File: config.mk
export PLATFORM = sky130hd
export DESIGN_NAME = hsv_to_rgb_converter_unit_flat
export DESIGN_NICKNAME = d
export VERILOG_FILES = /design/src/design/hsvrgb_pkg.sv /design/src/design/hsvrgb_if.sv /design/src/design/hsvrgb_front.sv /design/src/design/hsvrgb_scale.sv /design/src/design/hsvrgb_route.sv /design/src/design/hsv_to_rgb_converter_unit.sv /design/src/flat_wrapper.sv
export SDC_FILE = /design/constraint.sdc
export NUM_CORES = 2
export LEC_CHECK = 0
export BUFFER_PORTS_ARGS = -buffer_cell sky130_fd_sc_hd__buf_2
export CAP_MARGIN = 10
export CORE_ASPECT_RATIO = 1.2
export CORE_UTILIZATION = 40
export DETAILED_ROUTE_END_ITERATION = 8
export PLACE_DENSITY = 0.56
export RECOVER_POWER = 50
export SYNTH_ARGS = -nofsm -noshare
export SYNTH_HDL_FRONTEND = slang
export SYNTH_SLANG_ARGS = --single-unit
File: constraint.sdc
create_clock -name clk -period 10.7 [get_ports clk]
set_clock_uncertainty 0.1 [all_clocks]
set_input_delay 3.21 -clock clk [delete_from_list [all_inputs] [get_ports clk]]
set_output_delay 3.21 -clock clk [all_outputs]
set_load 0.05 [all_outputs]
File: src/design/hsvrgb_pkg.sv
`default_nettype none

package hsvrgb_pkg;

    localparam int unsigned ChanW   = 8;
    localparam int unsigned HueW    = 16;
    localparam int unsigned FracW   = 16;
    localparam int unsigned TermW   = 24;
    localparam int unsigned QuotW   = 16;

    // 255 * 65536, the common denominator of the b and c terms
    localparam logic [TermW-1:0] Den      = 24'd16711680;
    localparam logic [FracW:0]   FracOne  = 17'h10000;
    localparam logic [ChanW-1:0] Full     = 8'd255;
    // ceil(2^23 / 255): exact floor(x / 255) for any 16-bit x
    localparam logic [15:0]      Recip255 = 16'd32897;

    // Color sector of the hue circle
    typedef enum logic [2:0] {
        SEC_RED_YEL = 3'd0,
        SEC_YEL_GRN = 3'd1,
        SEC_GRN_CYN = 3'd2,
        SEC_CYN_BLU = 3'd3,
        SEC_BLU_MAG = 3'd4,
        SEC_MAG_RED = 3'd5
    } sector_t;

    // After stage 1: sector split
    typedef struct packed {
        sector_t            sector;
        logic [ChanW-1:0]   v;
        logic [ChanW-1:0]   s;
        logic [FracW-1:0]   f;
    } split_t;

    // After stage 2: saturation terms
    typedef struct packed {
        sector_t            sector;
        logic [ChanW-1:0]   v;
        logic [TermW-1:0]   tb;
        logic [TermW-1:0]   tc;
        logic [QuotW-1:0]   pa;
    } terms_t;

    // After stage 3: brightness products, b and c divided by 65536
    typedef struct packed {
        sector_t            sector;
        logic [ChanW-1:0]   v;
        logic [QuotW-1:0]   qa;
        logic [QuotW-1:0]   qb;
        logic [QuotW-1:0]   qc;
    } quot_t;

    // After stage 4: final channel candidates
    typedef struct packed {
        sector_t            sector;
        logic [ChanW-1:0]   v;
        logic [ChanW-1:0]   a;
        logic [ChanW-1:0]   b;
        logic [ChanW-1:0]   c;
    } chan_t;

    // floor(x / 255) by reciprocal multiply; valid for x <= 65025
    function automatic logic [ChanW-1:0] div255(input logic [QuotW-1:0] x);
        logic [31:0] p;
        p = {16'd0, x} * {16'd0, Recip255};
        return p[30:23];
    endfunction

endpackage

`default_nettype wire

File: src/design/hsvrgb_if.sv
`default_nettype none

// HSV input channel
interface hsvrgb_hsv_if;
    logic        valid;
    logic        ready;
    logic [15:0] hue;
    logic [7:0]  saturation;
    logic [7:0]  brightness;

    modport source (output valid, output hue, output saturation, output brightness,
                    input ready);
    modport sink   (input valid, input hue, input saturation, input brightness,
                    output ready);
endinterface

// RGB output channel
interface hsvrgb_rgb_if;
    logic       valid;
    logic       ready;
    logic [7:0] red;
    logic [7:0] green;
    logic [7:0] blue;

    modport source (output valid, output red, output green, output blue, input ready);
    modport sink   (input valid, input red, input green, input blue, output ready);
endinterface

`default_nettype wire

File: src/design/hsvrgb_front.sv
`default_nettype none

// Stages 1 and 2: hue sector split, then saturation products
module hsvrgb_front
    import hsvrgb_pkg::*;
(
    input  wire logic   clk,
    input  wire logic   rst_n,
    hsvrgb_hsv_if.sink  hsv,
    output terms_t      terms,
    output logic        terms_valid,
    input  wire logic   terms_ready
);

    logic       s1_valid_reg;
    split_t     s1_reg;
    logic       s2_valid_reg;
    terms_t     s2_reg;
    logic       s1_ready;
    logic       s2_ready;
    logic [18:0]    h6;
    split_t     s1_next;
    terms_t     s2_next;
    logic [FracW:0] fc;
    logic [23:0]    sf;
    logic [24:0]    sfc;

    // Stage readiness: a stage takes data when empty or draining
    assign s2_ready = !s2_valid_reg || terms_ready;
    assign s1_ready = !s1_valid_reg || s2_ready;
    assign hsv.ready = s1_ready;

    // Stage 1: hue * 6 split into sector and fraction
    always_comb
    begin
        h6 = {1'b0, hsv.hue, 2'b00} + {2'b00, hsv.hue, 1'b0};
        s1_next.sector = sector_t'(h6[18:16]);
        s1_next.f      = h6[15:0];
        s1_next.v      = hsv.brightness;
        s1_next.s      = hsv.saturation;
    end

    // Stage 2: Den - S*f, Den - S*(1-f) and V*(255-S)
    always_comb
    begin
        fc  = FracOne - {1'b0, s1_reg.f};
        sf  = {16'd0, s1_reg.s} * {8'd0, s1_reg.f};
        sfc = {17'd0, s1_reg.s} * {8'd0, fc};
        s2_next.sector = s1_reg.sector;
        s2_next.v      = s1_reg.v;
        s2_next.tb     = Den - sf;
        s2_next.tc     = Den - sfc[23:0];
        s2_next.pa     = {8'd0, s1_reg.v} * {8'd0, Full - s1_reg.s};
    end

    // Valid bits
    always_ff @(posedge clk or negedge rst_n)
    begin
        if (!rst_n)
        begin
            s1_valid_reg <= 1'b0;
            s2_valid_reg <= 1'b0;
        end
        else
        begin
            if (s1_ready)
                s1_valid_reg <= hsv.valid;
            if (s2_ready)
                s2_valid_reg <= s1_valid_reg;
        end
    end

    // Payload
    always_ff @(posedge clk)
    begin
        if (s1_ready && hsv.valid)
            s1_reg <= s1_next;
        if (s2_ready && s1_valid_reg)
            s2_reg <= s2_next;
    end

    assign terms       = s2_reg;
    assign terms_valid = s2_valid_reg;

endmodule

`default_nettype wire

File: src/design/hsvrgb_scale.sv
`default_nettype none

// Stages 3 and 4: brightness products, then exact divide by 255
module hsvrgb_scale
    import hsvrgb_pkg::*;
(
    input  wire logic   clk,
    input  wire logic   rst_n,
    input  wire terms_t terms,
    input  wire logic   terms_valid,
    output logic        terms_ready,
    output chan_t       chans,
    output logic        chans_valid,
    input  wire logic   chans_ready
);

    logic   s3_valid_reg;
    quot_t  s3_reg;
    logic   s4_valid_reg;
    chan_t  s4_reg;
    logic   s3_ready;
    logic   s4_ready;
    quot_t  s3_next;
    chan_t  s4_next;
    logic [31:0] pb;
    logic [31:0] pc;

    assign s4_ready    = !s4_valid_reg || chans_ready;
    assign s3_ready    = !s3_valid_reg || s4_ready;
    assign terms_ready = s3_ready;

    // Stage 3: V times each term, dropping the 2^16 part of the denominator
    always_comb
    begin
        pb = {24'd0, terms.v} * {8'd0, terms.tb};
        pc = {24'd0, terms.v} * {8'd0, terms.tc};
        s3_next.sector = terms.sector;
        s3_next.v      = terms.v;
        s3_next.qa     = terms.pa;
        s3_next.qb     = pb[31:16];
        s3_next.qc     = pc[31:16];
    end

    // Stage 4: remaining divide by 255
    always_comb
    begin
        s4_next.sector = s3_reg.sector;
        s4_next.v      = s3_reg.v;
        s4_next.a      = div255(s3_reg.qa);
        s4_next.b      = div255(s3_reg.qb);
        s4_next.c      = div255(s3_reg.qc);
    end

    always_ff @(posedge clk or negedge rst_n)
    begin
        if (!rst_n)
        begin
            s3_valid_reg <= 1'b0;
            s4_valid_reg <= 1'b0;
        end
        else
        begin
            if (s3_ready)
                s3_valid_reg <= terms_valid;
            if (s4_ready)
                s4_valid_reg <= s3_valid_reg;
        end
    end

    always_ff @(posedge clk)
    begin
        if (s3_ready && terms_valid)
            s3_reg <= s3_next;
        if (s4_ready && s3_valid_reg)
            s4_reg <= s4_next;
    end

    assign chans       = s4_reg;
    assign chans_valid = s4_valid_reg;

endmodule

`default_nettype wire

File: src/design/hsvrgb_route.sv
`default_nettype none

// Stage 5: sector routing into the output register
module hsvrgb_route
    import hsvrgb_pkg::*;
(
    input  wire logic     clk,
    input  wire logic     rst_n,
    input  wire chan_t    chans,
    input  wire logic     chans_valid,
    output logic          chans_ready,
    hsvrgb_rgb_if.source  rgb
);

    logic             out_valid_reg;
    logic [ChanW-1:0] red_reg;
    logic [ChanW-1:0] green_reg;
    logic [ChanW-1:0] blue_reg;
    logic [ChanW-1:0] red_next;
    logic [ChanW-1:0] green_next;
    logic [ChanW-1:0] blue_next;

    assign chans_ready = !out_valid_reg || rgb.ready;

    // Channel select per sector
    always_comb
    begin
        unique case (chans.sector)
            SEC_RED_YEL:
            begin
                red_next = chans.v; green_next = chans.c; blue_next = chans.a;
            end
            SEC_YEL_GRN:
            begin
                red_next = chans.b; green_next = chans.v; blue_next = chans.a;
            end
            SEC_GRN_CYN:
            begin
                red_next = chans.a; green_next = chans.v; blue_next = chans.c;
            end
            SEC_CYN_BLU:
            begin
                red_next = chans.a; green_next = chans.b; blue_next = chans.v;
            end
            SEC_BLU_MAG:
            begin
                red_next = chans.c; green_next = chans.a; blue_next = chans.v;
            end
            default:
            begin
                red_next = chans.v; green_next = chans.a; blue_next = chans.b;
            end
        endcase
    end

    always_ff @(posedge clk or negedge rst_n)
    begin
        if (!rst_n)
            out_valid_reg <= 1'b0;
        else if (chans_ready)
            out_valid_reg <= chans_valid;
    end

    always_ff @(posedge clk)
    begin
        if (chans_ready && chans_valid)
        begin
            red_reg   <= red_next;
            green_reg <= green_next;
            blue_reg  <= blue_next;
        end
    end

    assign rgb.valid = out_valid_reg;
    assign rgb.red   = red_reg;
    assign rgb.green = green_reg;
    assign rgb.blue  = blue_reg;

endmodule

`default_nettype wire

File: src/design/hsv_to_rgb_converter_unit.sv
// Channel | Dir | Payload                              | Handshake
// hsv     | in  | hue[15:0] saturation[7:0] brightness[7:0] | valid/ready
// rgb     | out | red[7:0] green[7:0] blue[7:0]        | valid/ready
//
// One transaction per cycle sustained while rgb is ready. The register stages
// are sector split, saturation products, brightness products, divide by 255
// and sector routing. Each stage loads when empty or draining, so bubbles
// close up and the input stays ready while any stage is free. A stall on rgb
// holds each full stage with no free stage after it. Reset clears the valid bits only.
`default_nettype none

module hsv_to_rgb_converter_unit
    import hsvrgb_pkg::*;
(
    input  wire logic     clk,
    input  wire logic     rst_n,
    hsvrgb_hsv_if.sink    hsv,
    hsvrgb_rgb_if.source  rgb
);

    terms_t terms;
    logic   terms_valid;
    logic   terms_ready;
    chan_t  chans;
    logic   chans_valid;
    logic   chans_ready;

    hsvrgb_front u_front (
        .clk         (clk),
        .rst_n       (rst_n),
        .hsv         (hsv),
        .terms       (terms),
        .terms_valid (terms_valid),
        .terms_ready (terms_ready)
    );

    hsvrgb_scale u_scale (
        .clk         (clk),
        .rst_n       (rst_n),
        .terms       (terms),
        .terms_valid (terms_valid),
        .terms_ready (terms_ready),
        .chans       (chans),
        .chans_valid (chans_valid),
        .chans_ready (chans_ready)
    );

    hsvrgb_route u_route (
        .clk         (clk),
        .rst_n       (rst_n),
        .chans       (chans),
        .chans_valid (chans_valid),
        .chans_ready (chans_ready),
        .rgb         (rgb)
    );

endmodule

`default_nettype wire

File: src/flat_wrapper.sv
// flat-port wrapper written by rule: the top's interface ports become plain ports
module hsv_to_rgb_converter_unit_flat import hsvrgb_pkg::*;
  (clk, rst_n, hsv_valid, hsv_hue, hsv_saturation, hsv_brightness, hsv_ready, rgb_valid, rgb_red, rgb_green, rgb_blue, rgb_ready);
  hsvrgb_hsv_if hsv_i ();
  hsvrgb_rgb_if rgb_i ();
  input  wire logic clk;
  input  wire logic rst_n;
  input wire logic [$bits(hsv_i.valid)-1:0] hsv_valid;
  input wire logic [$bits(hsv_i.hue)-1:0] hsv_hue;
  input wire logic [$bits(hsv_i.saturation)-1:0] hsv_saturation;
  input wire logic [$bits(hsv_i.brightness)-1:0] hsv_brightness;
  output wire logic [$bits(hsv_i.ready)-1:0] hsv_ready;
  output wire logic [$bits(rgb_i.valid)-1:0] rgb_valid;
  output wire logic [$bits(rgb_i.red)-1:0] rgb_red;
  output wire logic [$bits(rgb_i.green)-1:0] rgb_green;
  output wire logic [$bits(rgb_i.blue)-1:0] rgb_blue;
  input wire logic [$bits(rgb_i.ready)-1:0] rgb_ready;
  assign hsv_i.valid = hsv_valid;
  assign hsv_i.hue = hsv_hue;
  assign hsv_i.saturation = hsv_saturation;
  assign hsv_i.brightness = hsv_brightness;
  assign hsv_ready = hsv_i.ready;
  assign rgb_valid = rgb_i.valid;
  assign rgb_red = rgb_i.red;
  assign rgb_green = rgb_i.green;
  assign rgb_blue = rgb_i.blue;
  assign rgb_i.ready = rgb_ready;
  hsv_to_rgb_converter_unit u_core (.clk(clk), .rst_n(rst_n), .hsv(hsv_i), .rgb(rgb_i));
endmodule
======== Yosys cells after proc, flatten, opt, wreduce, memory -nomap -nowiden ========
Index checks and enable logic that the tools add are counted.
operators by class
  multiplexer cells ....................... 3
  $add $sub $neg .......................... 5
  reductions and logical operators ........ 20
  multipliers ............................. 8
  eq/ne operators ......................... 4
operators with widths
  kind                                                 count
  multiplier 16 x 16 -> 31 bit, second input constant  3
  one-hot mux 8 bit (3 select lines)                   3
  multiplier 8 x 24 -> 32 bit                          2
  subtractor 24 bit, first input constant              2
  multiplier 8 x 16 -> 24 bit                          1
  multiplier 8 x 17 -> 24 bit                          1
  adder 18 x 17 -> 19 bit                              1
  subtractor 17 x 16 -> 17 bit, first input constant   1
  multiplier 8 x 8 -> 16 bit                           1
  OR reduction 2 bit                                   4
  subtractor 8 bit, first input constant               1
  equality test 3 x 2 -> 1 bit, second input constant  2
  logical AND 1 bit                                    5
  zero test 1 bit                                      5
  logical OR 1 bit                                     5
  equality test 3 x 1 -> 1 bit, second input constant  1
  equality test 3 bit, second input constant           1
  zero test 3 bit                                      1
word-level totals
  output and inout port bits .............. 26
  logic and storage cells ................. 67
  flip-flop bits (word level) ............. 233

======== Depth between registers and ports, before layout ========
  depth after elaboration ................. 7
  depth in mapped cells ................... 25

======== Cells and area by module ========
A second synthesis with hierarchy kept.
unflattened totals
  cells, all modules ...................... 3419
  area total of the unflattened synthesis .. 34055.2 um^2
modules (own cells, without submodules)
  module        cells an instance  times used  area an instance (um^2)
  hsvrgb_scale  1737               1           17630.7
  hsvrgb_front  1519               1           14735.4
  hsvrgb_route  163                1           1689.1

======== Worst setup path after synthesis ========
OpenSTA, ideal clock, no wires.
  kind .................................... input to output
  from .................................... input rgb_ready
  to ...................................... output hsv_ready
  arrival ................................. 4.008 ns
  stages .................................. 4
  path slack .............................. 3.382 ns
  data required time ...................... 7.390 ns
  path through ............................ nor2b_1 > nand3_1 > inv_1 > nand3_1
between the ends
  cells in the longest elaborated chain, start to end .. 5
RTL lines
  element           RTL line            text
  start, declared   flat_wrapper.sv:17  input wire logic [$bits(rgb_i.ready)-1:0] rgb_ready;
  logical OR 1 bit  hsvrgb_route.sv:23  assign chans_ready = !out_valid_reg || rgb.ready;
  logical OR 1 bit  hsvrgb_scale.sv:28  assign s4_ready = !s4_valid_reg || chans_ready;
  logical OR 1 bit  hsvrgb_scale.sv:29  assign s3_ready = !s3_valid_reg || s4_ready;
  logical OR 1 bit  hsvrgb_front.sv:29  assign s2_ready = !s2_valid_reg || terms_ready;
  logical OR 1 bit  hsvrgb_front.sv:30  assign s1_ready = !s1_valid_reg || s2_ready;
  end, declared     flat_wrapper.sv:12  output wire logic [$bits(hsv_i.ready)-1:0] hsv_ready;
No other way between the ends.

======== Worst setup path after layout ========
  from .................................... register u_core.u_front.s2_reg (netlist bit u_core.u_front.terms[71])
  to ...................................... register u_core.u_scale.s3_reg[31] (netlist bit) (data pin)
between the ends
  cells in the longest elaborated chain, start to end .. 1
RTL lines
  element                      RTL line            text
  start, declared              hsvrgb_front.sv:18  terms_t s2_reg;
  start signal, assigned       hsvrgb_front.sv:79  s2_reg <= s2_next;
  multiplier 8 x 24 -> 32 bit  hsvrgb_scale.sv:35  pb = {24'd0, terms.v} * {8'd0, terms.tb};
  net u_core.u_scale.pb[31]    hsvrgb_scale.sv:25  logic [31:0] pb;
  end signal, assigned         hsvrgb_scale.sv:73  s3_reg <= s3_next;
  end, declared                hsvrgb_scale.sv:18  quot_t s3_reg;
The timed path passes the listed nets, and every way through them passes these cells.
A chain may end at the register's enable or synchronous reset.

==> results.ini <==
[drt]
via_per_inst = 4.98
vias = 21700
final_antenna_net_count = 0
first_pass_iters = 4
drt_wl_total_mm = 68.0
first_iter_violations = 818
routedWlPerCell_um = 15.6
drcViolationCount = 0

[setup_path]
startpoint = u_core.u_front.terms[71]
crit_buf_inv = 4
slowest_stage = clkbuf_1
start_kind = flop
path_class = flop to flop
max_stage_delay_ns = 1.67
worstPathRequired_ns = 10.92
end_kind = flop
path_cells = clkbuf_1, nand2_1, fa_1, fa_1, inv_1, fa_1, inv_1, fa_1, inv_1, ha_1, a2111oi_4, o211ai_1, nand3b_1, o211ai_2, a21oi_2, o21ai_2, a41oi_4, a211oi_4, a311oi_2, xnor2_1
cp.arrival_ns = 7.75
cp_max_fo = 46
crit_top_cell = fa_1
worstReg2RegStart = u_core.u_front.terms[71]
critPathTopFamily = adder cells

[yosys]
netlist_area_sq_um = 32800
synth.most_common_cell = inv_1
ys_top_cells_by_count = inv_1 (580), ha_1 (458), fa_1 (450), nand2_1 (345), and2_1 (326)
synth_top_area_share_pct = 27.5
synth_nets = 4229
ys_ff_latch = 229
syn_area_per_cell_sq_um = 9.98
synth.area.top_cells = fa_1 (27%), edfxtp_1 (21%), ha_1 (17%), inv_1 (6.6%), and2_1 (6.2%)
async_flop_share_pct = 2.18
synth_edf_count = 224
synth_ff_type = edfxtp_1
synth_warnings = 0
yosysSeqAreaShare_pct = 20.9
synth_area_leader_cell = fa_1
synth_cell_types = 75
synthCells = 3285

[floorplanning]
row_count = 114
dieArea_sq_um = 83100
io_pins = 62
start_util_pct = 40.5
die_y_um = 316
core_sq_um = 80900
fp.dieW_um = 263

[sta]
rsz0062_at_grt = no
max_slew.worst_pin.slew_ns = 3.35
fin_crit_sh_pct = 70.4
fmax_ghz = 0.133
period_needed_ns = 7.53
hold_viol = 0
setup-violations-final = 0
fin_tns_setup_ns = 0
drv_slew = 521
relSlewSlack_pct = -123

[hold_path]
worstHoldStart = u_core.u_scale.s3_reg[48]
hp-class = flop to flop

[cts]
clockBufferDepth = 3
clk_pin_slew_worst_paths_ns = 0.06
root_buffer = clkbuf_16
numCtsBuffers = 30
postCtsSetupBuffers = 0
cts_resized = 0
cts_tree = yes
clk_latency_ns = 0.61
htree_levels = 1
cts_hold_buffers = 0
cts.sinks = 229

[finish]
multiInputGateArea_sq_um = 23400
nFillCells = 7821
nNetsFinal = 4244
drive_gt1_share_pct = 4.73
regArea_sq_um = 6850
area_growth_pct = 7.08
n_antenna_cell = 0
largest_reg_flops = 72

[run]
cap_viol_max_count = 12

[run_status]
violations = max-capacitance violations, max-slew violations
status = finished with violations

[placed_design]
io_buffers = 61
dp_hpwl_mm = 53.3
finalWeightedCongestion = 0.794

[grt]
grt_overflow = 0
grt_use_total_pct = 17.0
antenna_found_initial = 0
grt_first_pass_wirelength_mm = 115
grt_pass1_vias = 22900
grt_max_degree = 61

-- cell type report --
type                            count  share of cell area [%]
Inverter                          580                    6.20
Sequential cell                   229                    19.5
Multi-Input combinational cell   2376                    66.6
Clock inverter                     21                   0.584
Clock buffer                       32                    2.16
Tap cell                         1044                    3.72
Timing Repair Buffer               83                    1.21
-- worst paths after layout --
| path | cells after the start | slack, ns | to |
|---|---|---|---|
| max in group asynchronous | 1 | 7.94 | u_core.u_scale.chans_valid |
| min | 0 | 0.32 | u_core.u_scale.chans[24] |
| max | 20 | 3.17 | u_core.u_scale.s3_reg[31] |
| min reg2reg | 0 | 0.32 | u_core.u_scale.chans[24] |
| min in group asynchronous | 1 | 2.34 | u_core.u_front.s1_valid_reg |
| max reg2reg | 20 | 3.17 | u_core.u_scale.s3_reg[31] |
-- per-layer routing --
| metal | vias to the layer above | wire (um) | track usage [%] |
|---|---|---|---|
| li1 | 10600 | - | - |
| met1 | 10800 | 31600 | 22.2 |
| met2 | 220 | 33600 | 30.4 |
| met3 | 63 | 1700 | 1.54 |
| met4 | 0 | 1100 | 3.76 |
| met5 | - | 0 | 0 |
-- cell usage in the layout (no fill, tap or decap), types with 70 or more instances in the layout --
master    synthesis  layout
fa_1            450     450
nor2_1           88      88
inv_1           580     580
edfxtp_1        224     224
and2_1          326     320
a21oi_1          97      97
nand2_1         345     345
o21ai_0          69      70
ha_1            458     458
xnor2_1          76      76
nor2b_1          80      80
-- worst reg2reg max path: stages, from the launching register on --
cell	delay, ns
edfxtp_1	0.32
clkbuf_1	1.67
nand2_1	0.48
fa_1	0.57
fa_1	0.52
inv_1	0.05
fa_1	0.49
inv_1	0.05
fa_1	0.47
inv_1	0.04
ha_1	0.36
a2111oi_4	0.40
o211ai_1	0.16
nand3b_1	0.16
o211ai_2	0.17
a21oi_2	0.22
o21ai_2	0.13
a41oi_4	0.30
a211oi_4	0.12
a311oi_2	0.31
xnor2_1	0.15
-- kinds of logic (layout without fill, tap and decap cells) --
family,Yosys count,after routing,share of synthesized area [%]
buf+inv,680,716,7.78
mux,43,43,1.39
simple gates,974,974,15.2
fa+ha+maj,908,908,44.9
xor+xnor,101,101,2.70
compound gates,350,350,7.09
flops,229,229,20.9
-- stage by stage --
stage	instances	setup WS (ns)	hold WS, ns	utilization [%]	cell area (sq um)
6_report	4365	3.17	0.316	43.4	35100
2_1_floorplan	3285	3.38	0.300	-	32800
3_5_place_dp	4312	3.27	0.305	42.3	34200
3_3_place_gp	4312	3.27	0.301	42.3	34200
5_1_grt	4365	2.58	0.322	43.4	35100
4_1_cts	4365	3.26	0.319	43.5	35200
Power is not shown: default switching activity piles up to over one toggle a cycle in this logic, so the estimate is an artifact.
